==> src/rtl/dsfa_pkg.sv <==
package dsfa_pkg;

    // default ring capacity
    localparam int MAX_SEATS_DEF = 32;

    // configuration register indexes
    localparam int CFG_IDX_W = 1;
    localparam logic [CFG_IDX_W-1:0] CFG_SEAT_COUNT    = 1'd0;
    localparam logic [CFG_IDX_W-1:0] CFG_PORTION_LIMIT = 1'd1;
    localparam int CFG_DATA_W = 16;

    // register reset values
    localparam logic [5:0]  SEAT_COUNT_RST    = 6'd5;
    localparam logic [15:0] PORTION_LIMIT_RST = 16'hFFFF;

    // seat states
    localparam int ST_W = 2;
    localparam logic [ST_W-1:0] ST_THINK  = 2'd0;
    localparam logic [ST_W-1:0] ST_HUNGRY = 2'd1;
    localparam logic [ST_W-1:0] ST_EAT    = 2'd2;

    // input modes
    localparam logic MODE_REQUEST = 1'b0;
    localparam logic MODE_RELEASE = 1'b1;

    // result kinds
    localparam logic [1:0] EV_GRANT  = 2'd0;
    localparam logic [1:0] EV_WAIT   = 2'd1;
    localparam logic [1:0] EV_REFUSE = 2'd2;
    localparam logic [1:0] EV_ACK    = 2'd3;

    typedef struct packed {
        logic       mode;
        logic [4:0] seat;
    } req_t;

    typedef struct packed {
        logic [1:0] event_kind;
        logic [4:0] target_seat;
        logic       last;
    } rsp_t;

endpackage

==> src/rtl/dsfa_ram.sv <==
module dsfa_ram #(
    parameter int WIDTH = 2,
    parameter int DEPTH = 32
) (
    input  logic                                     clk,
    input  logic                                     we,
    input  logic [(DEPTH > 1 ? $clog2(DEPTH) : 1)-1:0] waddr,
    input  logic [WIDTH-1:0]                         wdata,
    input  logic                                     re,
    input  logic [(DEPTH > 1 ? $clog2(DEPTH) : 1)-1:0] raddr,
    output logic [WIDTH-1:0]                         rdata
);

    logic [WIDTH-1:0] mem_reg [DEPTH];

    // single write port
    always_ff @(posedge clk)
    begin
        if (we)
        begin
            mem_reg[waddr] <= wdata;
        end
    end

    // registered read port
    always_ff @(posedge clk)
    begin
        if (re)
        begin
            rdata <= mem_reg[raddr];
        end
    end

endmodule

==> src/rtl/dining_seat_fork_arbiter.sv <==
// Ring arbiter for seats sharing resources with their two neighbors.
// Channels: req (mode, seat) in, rsp (event_kind, target_seat, last) out,
// both valid/ready; cfg writes seat_count (index 0) or portion_limit
// (index 1) and is always ready.
// One item is worked at a time; req_ready is high only while the block
// is idle. Seat states live in a one-write, one-read RAM, and every
// neighbor test reads three entries through that single read port, one
// per cycle, so the work per item is:
//   seat outside the ring: no seat RAM access, straight to the result
//   request: state read, then, if thinking and within budget, one neighbor test
//   release: a test of the left, then of the right neighbor; two results when both seats are granted
// Results sit in an output register; a stalled receiver holds the block
// in its emit step until the register is free for each result, and the
// next item is accepted as soon as the last result of the item is loaded.
// Reset clears all seats to thinking (per-entry valid bits, no sweep),
// the portion count to zero and the registers to 5 seats and 65535
// portions, and empties the output register.
module dining_seat_fork_arbiter #(
    parameter int MAX_SEATS = dsfa_pkg::MAX_SEATS_DEF
) (
    input  logic                               clk,
    input  logic                               rst_n,
    input  logic                               req_valid,
    output logic                               req_ready,
    input  dsfa_pkg::req_t                     req_data,
    output logic                               rsp_valid,
    input  logic                               rsp_ready,
    output dsfa_pkg::rsp_t                     rsp_data,
    input  logic                               cfg_valid,
    output logic                               cfg_ready,
    input  logic [dsfa_pkg::CFG_IDX_W-1:0]     cfg_index,
    input  logic [dsfa_pkg::CFG_DATA_W-1:0]    cfg_data
);

    import dsfa_pkg::*;

    localparam int SW  = (MAX_SEATS > 1) ? $clog2(MAX_SEATS) : 1;
    localparam int NW  = $clog2(MAX_SEATS + 1);
    localparam int CW  = (NW > 6) ? NW : 6;

    typedef enum logic [2:0] {
        S_IDLE,
        S_REQ_CHK,
        S_T_X,
        S_T_L,
        S_T_R,
        S_T_D,
        S_EMIT
    } state_t;

    state_t           state_reg;
    logic [5:0]       seat_count_reg;
    logic [15:0]      portion_limit_reg;
    logic [15:0]      portions_used_reg;
    logic             mode_reg;
    logic             phase_reg;
    logic             gl_reg;
    logic             h_reg;
    logic             lok_reg;
    logic [4:0]       seat_reg;
    logic [SW-1:0]    seat_idx_reg;
    logic [SW-1:0]    tgt_reg;
    logic [SW-1:0]    left_reg;
    logic [SW-1:0]    right_reg;
    rsp_t             pend_reg [2];
    logic             pend_cnt_reg;
    logic             pend_idx_reg;
    logic             rsp_valid_reg;
    rsp_t             rsp_data_reg;
    logic [MAX_SEATS-1:0] vld_reg;
    logic             rd_vld_reg;

    logic [CW-1:0]    sc_ext;
    logic [CW-1:0]    ring_n;
    logic [SW-1:0]    nm1;
    logic [SW-1:0]    seat_idx_in;
    logic             in_ring;
    logic             req_fire;
    logic [SW-1:0]    nb_x;
    logic [SW-1:0]    nb_dec;
    logic [SW-1:0]    nb_inc;
    logic             ram_we;
    logic [SW-1:0]    ram_waddr;
    logic [ST_W-1:0]  ram_wdata;
    logic             ram_re;
    logic [SW-1:0]    ram_raddr;
    logic [ST_W-1:0]  ram_q;
    logic [ST_W-1:0]  st_rd;
    logic             budget_ok;
    logic             grant;
    logic             emit_fire;

    // effective ring size, clamped to 2..MAX_SEATS
    always_comb
    begin
        sc_ext = CW'(seat_count_reg);
        if (sc_ext < CW'(2))
        begin
            ring_n = CW'(2);
        end
        else if (sc_ext > CW'(MAX_SEATS))
        begin
            ring_n = CW'(MAX_SEATS);
        end
        else
        begin
            ring_n = sc_ext;
        end
    end

    assign nm1         = SW'(ring_n - CW'(1));
    assign seat_idx_in = SW'(req_data.seat);
    assign in_ring     = (CW'(req_data.seat) < ring_n);
    assign req_ready   = (state_reg == S_IDLE);
    assign req_fire    = req_valid && req_ready;
    assign cfg_ready   = 1'b1;

    // shared ring neighbor unit
    assign nb_x   = (state_reg == S_IDLE) ? seat_idx_in : tgt_reg;
    assign nb_dec = (nb_x == '0) ? nm1 : nb_x - SW'(1);
    assign nb_inc = (nb_x == nm1) ? '0 : nb_x + SW'(1);

    // entries never written read as thinking
    assign st_rd     = rd_vld_reg ? ram_q : ST_THINK;
    assign budget_ok = (portions_used_reg < portion_limit_reg);
    assign grant     = h_reg && lok_reg && (st_rd != ST_EAT);
    assign emit_fire = (state_reg == S_EMIT) && (!rsp_valid_reg || rsp_ready);

    // seat state memory access per step
    always_comb
    begin
        ram_we    = 1'b0;
        ram_waddr = tgt_reg;
        ram_wdata = ST_EAT;
        ram_re    = 1'b0;
        ram_raddr = tgt_reg;
        unique case (state_reg)
            S_IDLE:
            begin
                if (req_fire && in_ring)
                begin
                    if (req_data.mode == MODE_REQUEST)
                    begin
                        ram_re    = 1'b1;
                        ram_raddr = seat_idx_in;
                    end
                    else
                    begin
                        ram_we    = 1'b1;
                        ram_waddr = seat_idx_in;
                        ram_wdata = ST_THINK;
                    end
                end
            end
            S_REQ_CHK:
            begin
                if (st_rd == ST_THINK && budget_ok)
                begin
                    ram_we    = 1'b1;
                    ram_waddr = seat_idx_reg;
                    ram_wdata = ST_HUNGRY;
                end
            end
            S_T_X:
            begin
                ram_re    = 1'b1;
                ram_raddr = tgt_reg;
            end
            S_T_L:
            begin
                ram_re    = 1'b1;
                ram_raddr = nb_dec;
            end
            S_T_R:
            begin
                ram_re    = 1'b1;
                ram_raddr = nb_inc;
            end
            S_T_D:
            begin
                ram_we    = grant;
                ram_waddr = tgt_reg;
                ram_wdata = ST_EAT;
            end
            S_EMIT:
            begin
                ram_we = 1'b0;
            end
            default:
            begin
                ram_we = 1'b0;
            end
        endcase
    end

    dsfa_ram #(
        .WIDTH (ST_W),
        .DEPTH (MAX_SEATS)
    ) u_seat_ram (
        .clk   (clk),
        .we    (ram_we),
        .waddr (ram_waddr),
        .wdata (ram_wdata),
        .re    (ram_re),
        .raddr (ram_raddr),
        .rdata (ram_q)
    );

    // written-entry tracking
    always_ff @(posedge clk or negedge rst_n)
    begin
        if (!rst_n)
        begin
            vld_reg    <= '0;
            rd_vld_reg <= 1'b0;
        end
        else
        begin
            if (ram_we)
            begin
                vld_reg[ram_waddr] <= 1'b1;
            end
            if (ram_re)
            begin
                rd_vld_reg <= vld_reg[ram_raddr];
            end
        end
    end

    // configuration writes
    always_ff @(posedge clk or negedge rst_n)
    begin
        if (!rst_n)
        begin
            seat_count_reg    <= SEAT_COUNT_RST;
            portion_limit_reg <= PORTION_LIMIT_RST;
        end
        else if (cfg_valid && cfg_ready)
        begin
            unique case (cfg_index)
                CFG_SEAT_COUNT:    seat_count_reg    <= cfg_data[5:0];
                CFG_PORTION_LIMIT: portion_limit_reg <= cfg_data;
                default:           seat_count_reg    <= seat_count_reg;
            endcase
        end
    end

    // sequencer and output register
    always_ff @(posedge clk or negedge rst_n)
    begin
        if (!rst_n)
        begin
            state_reg         <= S_IDLE;
            portions_used_reg <= '0;
            rsp_valid_reg     <= 1'b0;
            pend_cnt_reg      <= 1'b0;
            pend_idx_reg      <= 1'b0;
            mode_reg          <= MODE_REQUEST;
            phase_reg         <= 1'b0;
            gl_reg            <= 1'b0;
            h_reg             <= 1'b0;
            lok_reg           <= 1'b0;
        end
        else
        begin
            // output register drains on transfer
            if (emit_fire)
            begin
                rsp_valid_reg <= 1'b1;
                rsp_data_reg  <= pend_reg[pend_idx_reg];
            end
            else if (rsp_ready)
            begin
                rsp_valid_reg <= 1'b0;
            end

            unique case (state_reg)
                S_IDLE:
                begin
                    if (req_fire)
                    begin
                        mode_reg     <= req_data.mode;
                        seat_reg     <= req_data.seat;
                        seat_idx_reg <= seat_idx_in;
                        left_reg     <= nb_dec;
                        right_reg    <= nb_inc;
                        tgt_reg      <= nb_dec;
                        phase_reg    <= 1'b0;
                        pend_cnt_reg <= 1'b0;
                        pend_idx_reg <= 1'b0;
                        if (!in_ring)
                        begin
                            pend_reg[0] <= '{
                                event_kind:  (req_data.mode == MODE_RELEASE) ? EV_ACK
                                                                             : EV_REFUSE,
                                target_seat: req_data.seat,
                                last:        1'b1
                            };
                            state_reg <= S_EMIT;
                        end
                        else if (req_data.mode == MODE_REQUEST)
                        begin
                            state_reg <= S_REQ_CHK;
                        end
                        else
                        begin
                            state_reg <= S_T_X;
                        end
                    end
                end
                S_REQ_CHK:
                begin
                    pend_reg[0].target_seat <= seat_reg;
                    pend_reg[0].last        <= 1'b1;
                    tgt_reg                 <= seat_idx_reg;
                    priority if (st_rd == ST_EAT)
                    begin
                        pend_reg[0].event_kind <= EV_GRANT;
                        state_reg              <= S_EMIT;
                    end
                    else if (st_rd == ST_HUNGRY)
                    begin
                        pend_reg[0].event_kind <= EV_WAIT;
                        state_reg              <= S_EMIT;
                    end
                    else if (!budget_ok)
                    begin
                        pend_reg[0].event_kind <= EV_REFUSE;
                        state_reg              <= S_EMIT;
                    end
                    else
                    begin
                        portions_used_reg <= portions_used_reg + 16'd1;
                        state_reg         <= S_T_X;
                    end
                end
                S_T_X:
                begin
                    state_reg <= S_T_L;
                end
                S_T_L:
                begin
                    h_reg     <= (st_rd == ST_HUNGRY);
                    state_reg <= S_T_R;
                end
                S_T_R:
                begin
                    lok_reg   <= (st_rd != ST_EAT);
                    state_reg <= S_T_D;
                end
                S_T_D:
                begin
                    if (mode_reg == MODE_REQUEST)
                    begin
                        pend_reg[0].event_kind <= grant ? EV_GRANT : EV_WAIT;
                        state_reg              <= S_EMIT;
                    end
                    else if (!phase_reg)
                    begin
                        // left tested, now the right neighbor
                        gl_reg    <= grant;
                        phase_reg <= 1'b1;
                        tgt_reg   <= right_reg;
                        state_reg <= S_T_X;
                    end
                    else
                    begin
                        priority if (gl_reg && grant)
                        begin
                            pend_reg[0]  <= '{event_kind: EV_GRANT,
                                               target_seat: 5'(left_reg), last: 1'b0};
                            pend_reg[1]  <= '{event_kind: EV_GRANT,
                                               target_seat: 5'(right_reg), last: 1'b1};
                            pend_cnt_reg <= 1'b1;
                        end
                        else if (gl_reg)
                        begin
                            pend_reg[0] <= '{event_kind: EV_GRANT,
                                              target_seat: 5'(left_reg), last: 1'b1};
                        end
                        else if (grant)
                        begin
                            pend_reg[0] <= '{event_kind: EV_GRANT,
                                              target_seat: 5'(right_reg), last: 1'b1};
                        end
                        else
                        begin
                            pend_reg[0] <= '{event_kind: EV_ACK,
                                              target_seat: seat_reg, last: 1'b1};
                        end
                        state_reg <= S_EMIT;
                    end
                end
                S_EMIT:
                begin
                    if (emit_fire)
                    begin
                        if (pend_idx_reg == pend_cnt_reg)
                        begin
                            state_reg <= S_IDLE;
                        end
                        else
                        begin
                            pend_idx_reg <= 1'b1;
                        end
                    end
                end
                default:
                begin
                    state_reg <= S_IDLE;
                end
            endcase
        end
    end

    assign rsp_valid = rsp_valid_reg;
    assign rsp_data  = rsp_data_reg;

    // checks on the sequencer
    a_ram_one_access: assert property (@(posedge clk) disable iff (!rst_n)
        !(ram_we && ram_re))
        else $error("seat ram read and written in the same cycle");

    a_eat_only_hungry: assert property (@(posedge clk) disable iff (!rst_n)
        (state_reg == S_T_D && ram_we) |-> (h_reg && lok_reg))
        else $error("seat granted without a hungry seat and free left side");

    a_portion_step: assert property (@(posedge clk) disable iff (!rst_n)
        1'b1 |=> (portions_used_reg == $past(portions_used_reg) ||
                  portions_used_reg == $past(portions_used_reg) + 16'd1))
        else $error("portion count moved by more than one");

    a_busy_after_transfer: assert property (@(posedge clk) disable iff (!rst_n)
        req_fire |=> (state_reg != S_IDLE))
        else $error("input accepted without starting work");

    a_emit_sets_valid: assert property (@(posedge clk) disable iff (!rst_n)
        emit_fire |=> rsp_valid_reg)
        else $error("result load lost");

endmodule
==> config.mk <==
export PLATFORM = sky130hd
export DESIGN_NAME = dining_seat_fork_arbiter
export DESIGN_NICKNAME = d
export VERILOG_FILES = /design/src/rtl/dsfa_pkg.sv /design/src/rtl/dsfa_ram.sv /design/src/rtl/dining_seat_fork_arbiter.sv
export SDC_FILE = /design/constraint.sdc
export NUM_CORES = 1
export LEC_CHECK = 0
export BUFFER_PORTS_ARGS = -buffer_cell sky130_fd_sc_hd__buf_2
export CAP_MARGIN = 20
export CORE_MARGIN = 2
export CORE_UTILIZATION = 50
export CTS_CLUSTER_DIAMETER = 150
export CTS_CLUSTER_SIZE = 10
export DETAILED_ROUTE_END_ITERATION = 12
export GPL_TIMING_DRIVEN = 0
export MAX_ROUTING_LAYER = met4
export PLACE_DENSITY = 0.67
export REMOVE_ABC_BUFFERS = 1
export SYNTH_ARGS = -nofsm -noshare
export SYNTH_HDL_FRONTEND = slang
export SYNTH_HIERARCHICAL = 1
export SYNTH_SLANG_ARGS = --single-unit
==> constraint.sdc <==
create_clock -name clk -period 4.9 [get_ports clk]
set_input_delay 0.49 -clock clk [delete_from_list [all_inputs] [get_ports clk]]
set_output_delay 0.49 -clock clk [all_outputs]
set_load 0.005 [all_outputs]
# After elaboration in Yosys (flattened, before gate mapping)
# Memories as Yosys holds them, arrays and structs flattened. A register that Yosys moved wholly into a read port is not among the register bits.
# Cells that the tools add are included.
# totals
in_bits,28
n_memories,2
ff_bits,102
mem_bits_rw,80
output_inout_bits,11
# mem_list
memory,words,width,rd,rd_clocked_by_memory_dff,wr,line,rtl
u_seat_ram.mem_reg,32,2,1,1,1,dsfa_ram.sv:14,logic [WIDTH-1:0] mem_reg [DEPTH];
pend_reg,2,8,1,1,2,dining_seat_fork_arbiter.sv:65,rsp_t pend_reg [2];
# op_classes
reduce_logical,40
n_eq_ne,19
bitwise,23
n_mux,123
add_sub_neg,4
n_lt_le_gt_ge,7
# ops
cell,count
$mux W5,16
$mux W1,71
$or A32 B32 Y32,1
$pmux W5 S3,2
$mux W3,9
$mux W2,13
$pmux W3 S7,1
$logic_and A1 B1 Y1,18
$or A1 B1 Y1,18
$add A16 B1 Y16 const B,1
$lt A16 B16 Y1,1
$ne A2 B2 Y1 const B,7
$lt A5 B6 Y1 const B,2
$mux W6,2
$reduce_and A3 Y1,4
$pmux W5 S2,1
$reduce_and A5 Y1,2
$sub A5 B1 Y5 const B,2
$eq A3 B3 Y1 const B,3
$pmux W1 S2,4
$reduce_and A2 Y1,4
$reduce_and A4 Y1,2
$eq A3 B2 Y1 const B,2
$gt A6 B6 Y1 const B,1
23 further kinds,29

# Logic depth before layout (Yosys ltp)
# Gate-level depths: netlist of the first run.
# logic_depth
word_depth,17
ltp_mapped,21
depth_no_buf,17

# Hierarchy
# Netlist of the first run, hierarchy kept.
# by_module_without_submodules
module,area_per_inst_um2,cells_per_inst,instances,seq_area_each_um2
dining_seat_fork_arbiter,6910.4,644,1,3295.7
dsfa_ram,2803.9,184,1,1981.9

# Worst setup path after synthesis of the first run
# OpenSTA, ideal clock, no wires.
# synth_timing
kind,reg-to-reg
startpoint,reg seat_count_reg[5] (netlist: sc_ext[5])
endpoint,mem u_seat_ram.mem_reg[10][0] (enable)
setup_slack_ns,0.574
setup_time_ns,0.310
path_stages_with_launch,13
arrival_ns,4.017
n_path_buf,1
t_required_ns,4.590
path_cell_list,dfrtp_1 -> clkbuf_1 -> nand2b_1 -> ha_1 -> and4b_1 -> o21ai_0 -> o21ai_0 -> nor2_1 -> o221ai_1 -> a222oi_1 -> inv_1 -> or3b_1 -> nor2_1
# synth_between
elab_cells_between_ends,12
# synth_rtl
element,line,rtl
start: declaration,dining_seat_fork_arbiter.sv:52,logic [5:0] seat_count_reg;
start signal: assignment,dining_seat_fork_arbiter.sv:241,CFG_SEAT_COUNT: seat_count_reg <= cfg_data[5:0];
start signal: assignment,dining_seat_fork_arbiter.sv:243,default: seat_count_reg <= seat_count_reg;
$gt A6 B6 Y1,dining_seat_fork_arbiter.sv:101,else if (sc_ext > CW'(MAX_SEATS))
$mux W6,dining_seat_fork_arbiter.sv:101,
$mux W6 *,dining_seat_fork_arbiter.sv:97,if (sc_ext < CW'(2))
$lt A5 B6 Y1 *,dining_seat_fork_arbiter.sv:113,assign in_ring = (CW'(req_data.seat) < ring_n);
$logic_and A1 B1 Y1 *,dining_seat_fork_arbiter.sv:140,if (req_fire && in_ring)
$mux W5 *,dining_seat_fork_arbiter.sv:140,
$pmux W5 S2 *,dining_seat_fork_arbiter.sv:137,unique case (state_reg)
via ram_waddr[3],dining_seat_fork_arbiter.sv:83,logic [SW-1:0] ram_waddr;
end: declaration,dsfa_ram.sv:14,
# Mark *: on every way through the listed nets, which the timed path passes. The rest lies on a longest branch.

# Worst setup path after layout of the first run
# layout_timing
startpoint,reg state_reg[2]
endpoint,reg u_seat_ram.rdata[1] (read register of u_seat_ram.mem_reg) (data pin)
# layout_between
elab_chain_len,5
elab_cells_between_ends,18
# layout_lines
element,line,rtl
start: declaration,dining_seat_fork_arbiter.sv:51,state_t state_reg;
start signal: assignment,dining_seat_fork_arbiter.sv:253,state_reg <= S_IDLE;
start signal: assignment,dining_seat_fork_arbiter.sv:299,state_reg <= S_EMIT;
start signal: assignment,dining_seat_fork_arbiter.sv:303,state_reg <= S_REQ_CHK;
$logic_not A3 Y1 *,dining_seat_fork_arbiter.sv:119,assign nb_x = (state_reg == S_IDLE) ? seat_idx_in : tgt_reg;
$mux W5 *,dining_seat_fork_arbiter.sv:119,
$sub A5 B1 Y5 / $logic_not A5 Y1 (equally long branches),dining_seat_fork_arbiter.sv:120,assign nb_dec = (nb_x == '0) ? nm1 : nb_x - SW'(1);
$mux W5 *,dining_seat_fork_arbiter.sv:120,
via nb_dec[1],dining_seat_fork_arbiter.sv:80,logic [SW-1:0] nb_dec;
$pmux W5 S3 *,dining_seat_fork_arbiter.sv:137,
via ram_raddr[1],dining_seat_fork_arbiter.sv:86,logic [SW-1:0] ram_raddr;
end: declaration,dsfa_ram.sv:11,output logic [WIDTH-1:0] rdata
# Marks and branches as above.
# A chain may end at the register's enable or synchronous reset.

==> impl_metrics.toml, run 1 <==
[setup_path]
critPathKind = "reg -> reg"
worstSetupEndpointType = "register"
cp_cell_sequence = "or3_4 > clkinv_8 > mux2i_4 > ha_1 > o211a_1 > nand2_1 > mux2i_1 > mux2_2 > a311oi_4 > inv_1 > and2_1 > a22oi_1 > nand2_1 > o311ai_1"
cp_num_buf_inv = 2
cp_slowest_stage_delay_ns = 0.60
rrSetupSlack_ns = 0.23
path_common_cell = "nand2_1"
crit_arrival_ns = 4.86
path_max_fanout = 25
cp_top_family = "compound AO/OA/AOI/OAI gates"
start_kind = "register"
required_ns = 5.09
reg2reg_depth = 14
path_depth = 14
cp_slowest_cell = "dfrtp_2"

[grt]
grt_pass1_vias = 6585
antenna_found_initial = 0
grt_max_degree = 67
grtUsageTotal_pct = 21.9
grt_remaining_overflow = 0
grt_pass1_wl_mm = 34.0

[clocking]
cts-root-buf = "clkbuf_16"
cts_tree = "built"
cts.sinks = 189
numCtsBuffers = 17
clock_path_buffers = 2
worst_skew_pair.late_latency_ns = 0.44
cts_htree_levels = 4
clk_pin_slew_ns = 0.08

[detailed_routing]
wl_mm = 21.3
wl_per_cell_microns = 18.7
drtIter0Drc = 519
via_count = 6623
drc = 0
viasPerCell = 5.84
drt-pass1-iter-count = 5
drtAntennaViolNets = 0

[final_layout]
finalNetCount = 918
fin_util_pct = 57.4
drive_gt1_share_pct = 19.2
seq_area_sq_mm = 0.00528
largest_reg_flops = 64
syn2layout_area_growth_pct = 11.6
fill_cells = 1638
design_area_sq_mm = 0.0108
n_antenna_cell = 0
multiInputGateArea_sq_mm = 0.00417
stdcell_count = 1135

[timing]
worst_pin_slew_ns = 0.860
timing.hold.ws_ns = 0.281
fin_ws_ns = 0.226
skew_ns = 0.0128
fin_crit_ns = 4.67
max_freq_mhz = 214
rsz0062_at_grt = "false"
fin_crit_sh_pct = 95.4
setup_violations = 0
final_hold_viol_count = 0
slew_viol_final = 0
slew_headroom_pct = 42.1

[placement]
pre_cts_ws_ns = -0.879
dp_cells = 1097
place_area_sq_mm = 0.0101
port_buffers = 37
place_congestion = 0.903
hpwl_mm = 14.8

[synth]
ys_ff_latch = 189
synth_edf_count = 106
async_reset_ff_share_pct = 43.4
avgSynthCellArea_sq_um = 11.7
ys_warn_count = 6
syn_area_sq_mm = 0.00971
ys_seq_area_share_pct = 54.3
ys.flop_type = "edfxtp_1"
yosysUniqueCellTypes = 73
netlist_instances = 828

[floorplanning]
coreArea_sq_mm = 0.0189
start_util_pct = 51.4
die_w_microns = 143
die_area_sq_mm = 0.0206
num_rows = 50
die_h_microns = 143
io_pins = 39

[flow_run]
drv_cap = 0

[hold_path]
worst_hold_path.num_cells = 2
worstHoldPathType = "in -> reg"

[outcome]
status = "finished, final reports clean"

[power]
vdd_ir_drop_max_mv = 0.413
leakage_uw = 0.00447
p_per_area_mw_per_mm2 = 607
## cells by family after synthesis
kind of cell / Yosys count / synth area share, %
DFF: 189 / 54.3
xor gates and xnor gates: 25 / 2.25
muxes: 97 / 10.6
adders and majority gates: 28 / 3.61
and+or+nand+nor: 250 / 12.9
other: 1 / 0.0386
buffers and inverters: 69 / 3.46
AOI/OAI and AO/OA: 169 / 12.8
## cell type report
class / count / share of cell area (%)
well taps: 260 / 3.00
clock buffers: 17 / 3.92
clock inverters: 15 / 1.70
flip-flops and latches: 189 / 48.7
repair buffers: 45 / 2.79
inverters: 38 / 1.43
multi-input cells: 571 / 38.5
## cell usage after synthesis (all sizes together), types with 20 or more instances
cell type | number | share of area (%)
dfrtp | 64 | 16
mux2 | 38 | 4.4
mux2i | 59 | 6.2
nand2 | 65 | 2.7
inv | 37 | 1.4
edfxtp | 106 | 33
o21ai | 22 | 1.1
a21o | 24 | 1.9
a22oi | 23 | 1.8
clkbuf | 20 | 0.80
a21oi | 24 | 1.3
nor2 | 75 | 2.9
ha | 28 | 3.6
## layout by cell type (no fill, tap or decap), types with 5 or more instances in the layout
cell and count:
nor2_1 73, a22oi_1 23, o21ai_0 21, nand2b_1 11
dfstp_2 18, mux2_2 38, dfrtp_1 61, or3_1 6
nand2_1 63, clkinv_8 5, nor2b_1 8, ha_1 28
nand4_1 6, nand3b_1 7, buf_4 5, xor2_1 10
edfxtp_1 106, a21o_1 24, a21oi_1 23, o21bai_1 14
inv_1 34, nor4_1 5, buf_2 36, nor3_1 8
and3_1 9, clkbuf_16 17, nand3_1 15, o211ai_1 6
a31oi_1 9, mux2i_1 57, xnor2_1 15, a211oi_1 7
and2_1 12, inv_8 6, a31o_2 5
## routing by layer
layer  GRT usage [%]  up-vias  part of all wire, %
li1                -     3136                    -
met1            28.8     3243                   46
met2            35.4      216                   47
met3            3.73       28                  5.4
met4            6.30        0                  1.6
met5               -        -                    0
## power breakdown
group / total, uW / switching [uW] / internal (uW)
sequential: 2310 / 246 / 2060
clock: 1390 / 688 / 699
combinational: 2880 / 1730 / 1150
## final timing paths
kind                         startpoint                    to
max                        state_reg[2]   u_seat_ram/rdata[1]
min                         cfg_data[8]  portion_limit_reg[8]
max reg2reg                state_reg[2]   u_seat_ram/rdata[1]
min reg2reg                 vld_reg[11]           vld_reg[11]
max in group asynchronous         rst_n          state_reg[1]
min in group asynchronous         rst_n  portions_used_reg[3]
## per-stage QoR
stage,setup TNS [ns],total power (uW)
2_1_floorplan,-0.390,4280
3_3_place_gp,-107.22,4960
3_5_place_dp,-7.93,5070
4_1_cts,0,6500
5_1_grt,0,6950
6_report,0,6580
## timing repair
item / CTS / global route
setup buffers: 4 / 0
cloned: 0 / 1
pin swaps: 3 / 1
gates resized for setup: 5 / 7
hold buffers: 1 / 0
hold endpoints to repair: 7 / 0
endpoints found under the setup margin: 39 / 54
(Power assumes the default switching activity.)
==> run 2: changes to the inputs <==
==> constraint.sdc (replaced) <==
create_clock -name clk -period 4.9 [get_ports clk]
set_input_delay 0.98 -clock clk [delete_from_list [all_inputs] [get_ports clk]]
set_output_delay 0.98 -clock clk [all_outputs]
set_load 0.005 [all_outputs]
==> run 2 against run 1 <==
Routed wire length about the same. Critical path depth did not move. Utilization decreased by 0.053 points. Cell area barely moved. Fmax down 0.91%. Clock skew is 0.0012 ns lower. Combinational power about the same. Register-to-register slack lost 0.04 ns. Sequential share of layout area about the same.
==> impl_metrics.toml, run 2 (synthesis results as in run 1) <==
[outcome]
status = "finished, final reports clean"

[timing]
max_freq_mhz = 212
worst_pin_slew_ns = 0.917
fin_crit_sh_pct = 96.3
slew_headroom_pct = 38.2
setup_violations = 0
skew_ns = 0.0116
final_hold_viol_count = 0
slew_viol_final = 0
final.setup.tns_ns = 0
fin_crit_ns = 4.72
timing.hold.ws_ns = 0.445

[setup_path]
path_max_fanout = 25
reg2reg_depth = 14
required_ns = 5.09
worstSetupEndpointType = "register"
cp_top_family = "compound AO/OA/AOI/OAI gates"
start_kind = "register"
cp_slowest_cell = "dfrtp_2"
rrSetupSlack_ns = 0.18
cp_num_buf_inv = 2
cp_cell_sequence = "or3_4 > clkinv_8 > mux2i_4 > ha_1 > o211a_1 > nand2_1 > mux2i_1 > mux2_2 > a311oi_4 > inv_1 > and2_1 > a22oi_1 > nand2_1 > o311ai_1"
reg2reg_from = "state_reg[2]"
crit_arrival_ns = 4.90
cp_slowest_stage_delay_ns = 0.60
critPathKind = "reg -> reg"
timing.rr.end = "u_seat_ram/rdata[0]"
path_common_cell = "nand2_1"

[detailed_routing]
drtIter0Drc = 479
wl_per_cell_microns = 18.7
viasPerCell = 5.83
drtAntennaViolNets = 0
via_count = 6608
wl_mm = 21.2
drt-pass1-iter-count = 6
drc = 0

[clocking]
cts_tree = "built"
cts.sinks = 189
clk_pin_slew_ns = 0.08
worst_skew_pair.late_latency_ns = 0.44
numCtsBuffers = 17
clock_path_buffers = 2
cts-root-buf = "clkbuf_16"
cts_htree_levels = 4

[placement]
dp_cells = 1097
port_buffers = 37
hpwl_mm = 14.8
place_congestion = 0.903
place_area_sq_mm = 0.0101

[power]
p_seq_share_pct = 35.1
finalPower_uw = 6580
p_per_area_mw_per_mm2 = 608
p_sw_share_pct = 40.6
clkPwrFrac_pct = 21.0
p_comb_share_pct = 43.9
vdd_ir_drop_max_mv = 0.413
power.internal_uw = 3910
leakage_uw = 0.00447
p_sw_uw = 2670

[grt]
grt_remaining_overflow = 0
grt_pass1_vias = 6585
grtUsageTotal_pct = 21.9
grt_pass1_wl_mm = 34.0
antenna_found_initial = 0
grt_max_degree = 67

[final_layout]
mostFrequentLayoutCell = "edfxtp_1"
largest_reg_flops = 64
fill_cells = 1639
final_cell_mix = "edfxtp_1, nor2_1, nand2_1, dfrtp_1, mux2i_1"
drive_gt1_share_pct = 19.2
design_area_sq_mm = 0.0108
syn2layout_area_growth_pct = 11.5
finalNetCount = 917
stdcell_count = 1134
n_antenna_cell = 0

[floorplanning]
num_rows = 50
die_h_microns = 143
die_w_microns = 143
start_util_pct = 51.4
io_pins = 39
coreArea_sq_mm = 0.0189
die_area_sq_mm = 0.0206

[hold_path]
worstHoldPathType = "in -> async"

[flow_run]
drv_cap = 0
run 2: layout make-up:
cell class	instances	area [sq um]	area share [%]
flip-flops and latches	189	5280	48.7
multi-input cells	571	4170	38.5
clock buffers	17	425	3.93
well taps	260	325	3.00
repair buffers	44	293	2.70
clock inverters	15	184	1.70
inverters	38	155	1.43
run 2: metal layers:
| metal | part of all wire, % | track usage [%] |
|---|---|---|
| met1 | 45 | 28.8 |
| met5 | 0 | - |
| met4 | 1.6 | 6.30 |
| met2 | 48 | 35.4 |
| met3 | 5.4 | 3.73 |
run 2: worst max-delay path by stage:
stage	depth (start not counted)	from	slack [ns]	to
detailed placement	15	state_reg[2]	-0.88	u_seat_ram/rdata[1]
global route	11	req_data[3]	-0.006	u_seat_ram/mem_reg[28][1]
global placement	11	req_data[3]	-1.96	u_seat_ram/mem_reg[9][0]
CTS	15	state_reg[1]	0.01	u_seat_ram/rdata[1]
floorplan	15	state_reg[2]	-0.15	u_seat_ram/rdata[0]
finish	14	state_reg[2]	0.18	u_seat_ram/rdata[0]
run 2: what timing repair did:
item                       in CTS  in global routing
buffers inserted                4                  0
gates resized for setup         5                  7
setup endpoints to repair      39                 58
pin swaps                       3                  1
hold buffers                    0                  0
gates cloned                    0                  1
run 2: through the flow:
stage / utilization (%) / worst slack [ns]
after global routing: 57.3 / -0.00575
after CTS: 57.1 / 0.0119
final: 57.3 / 0.184
after detailed placement: 53.7 / -0.879
after global placement: 53.2 / -1.96
after floorplan: - / -0.149
run 2: power groups by stage:
stage                     logic (uW)  clock network [uW]  registers [uW]
final                           2890                1390            2310
after global routing            3130                1480            2350
after CTS                       2800                1410            2300
after detailed placement        2740                   0            2330
after global placement          2650                   0            2310
after floorplan                 2020                   0            2260
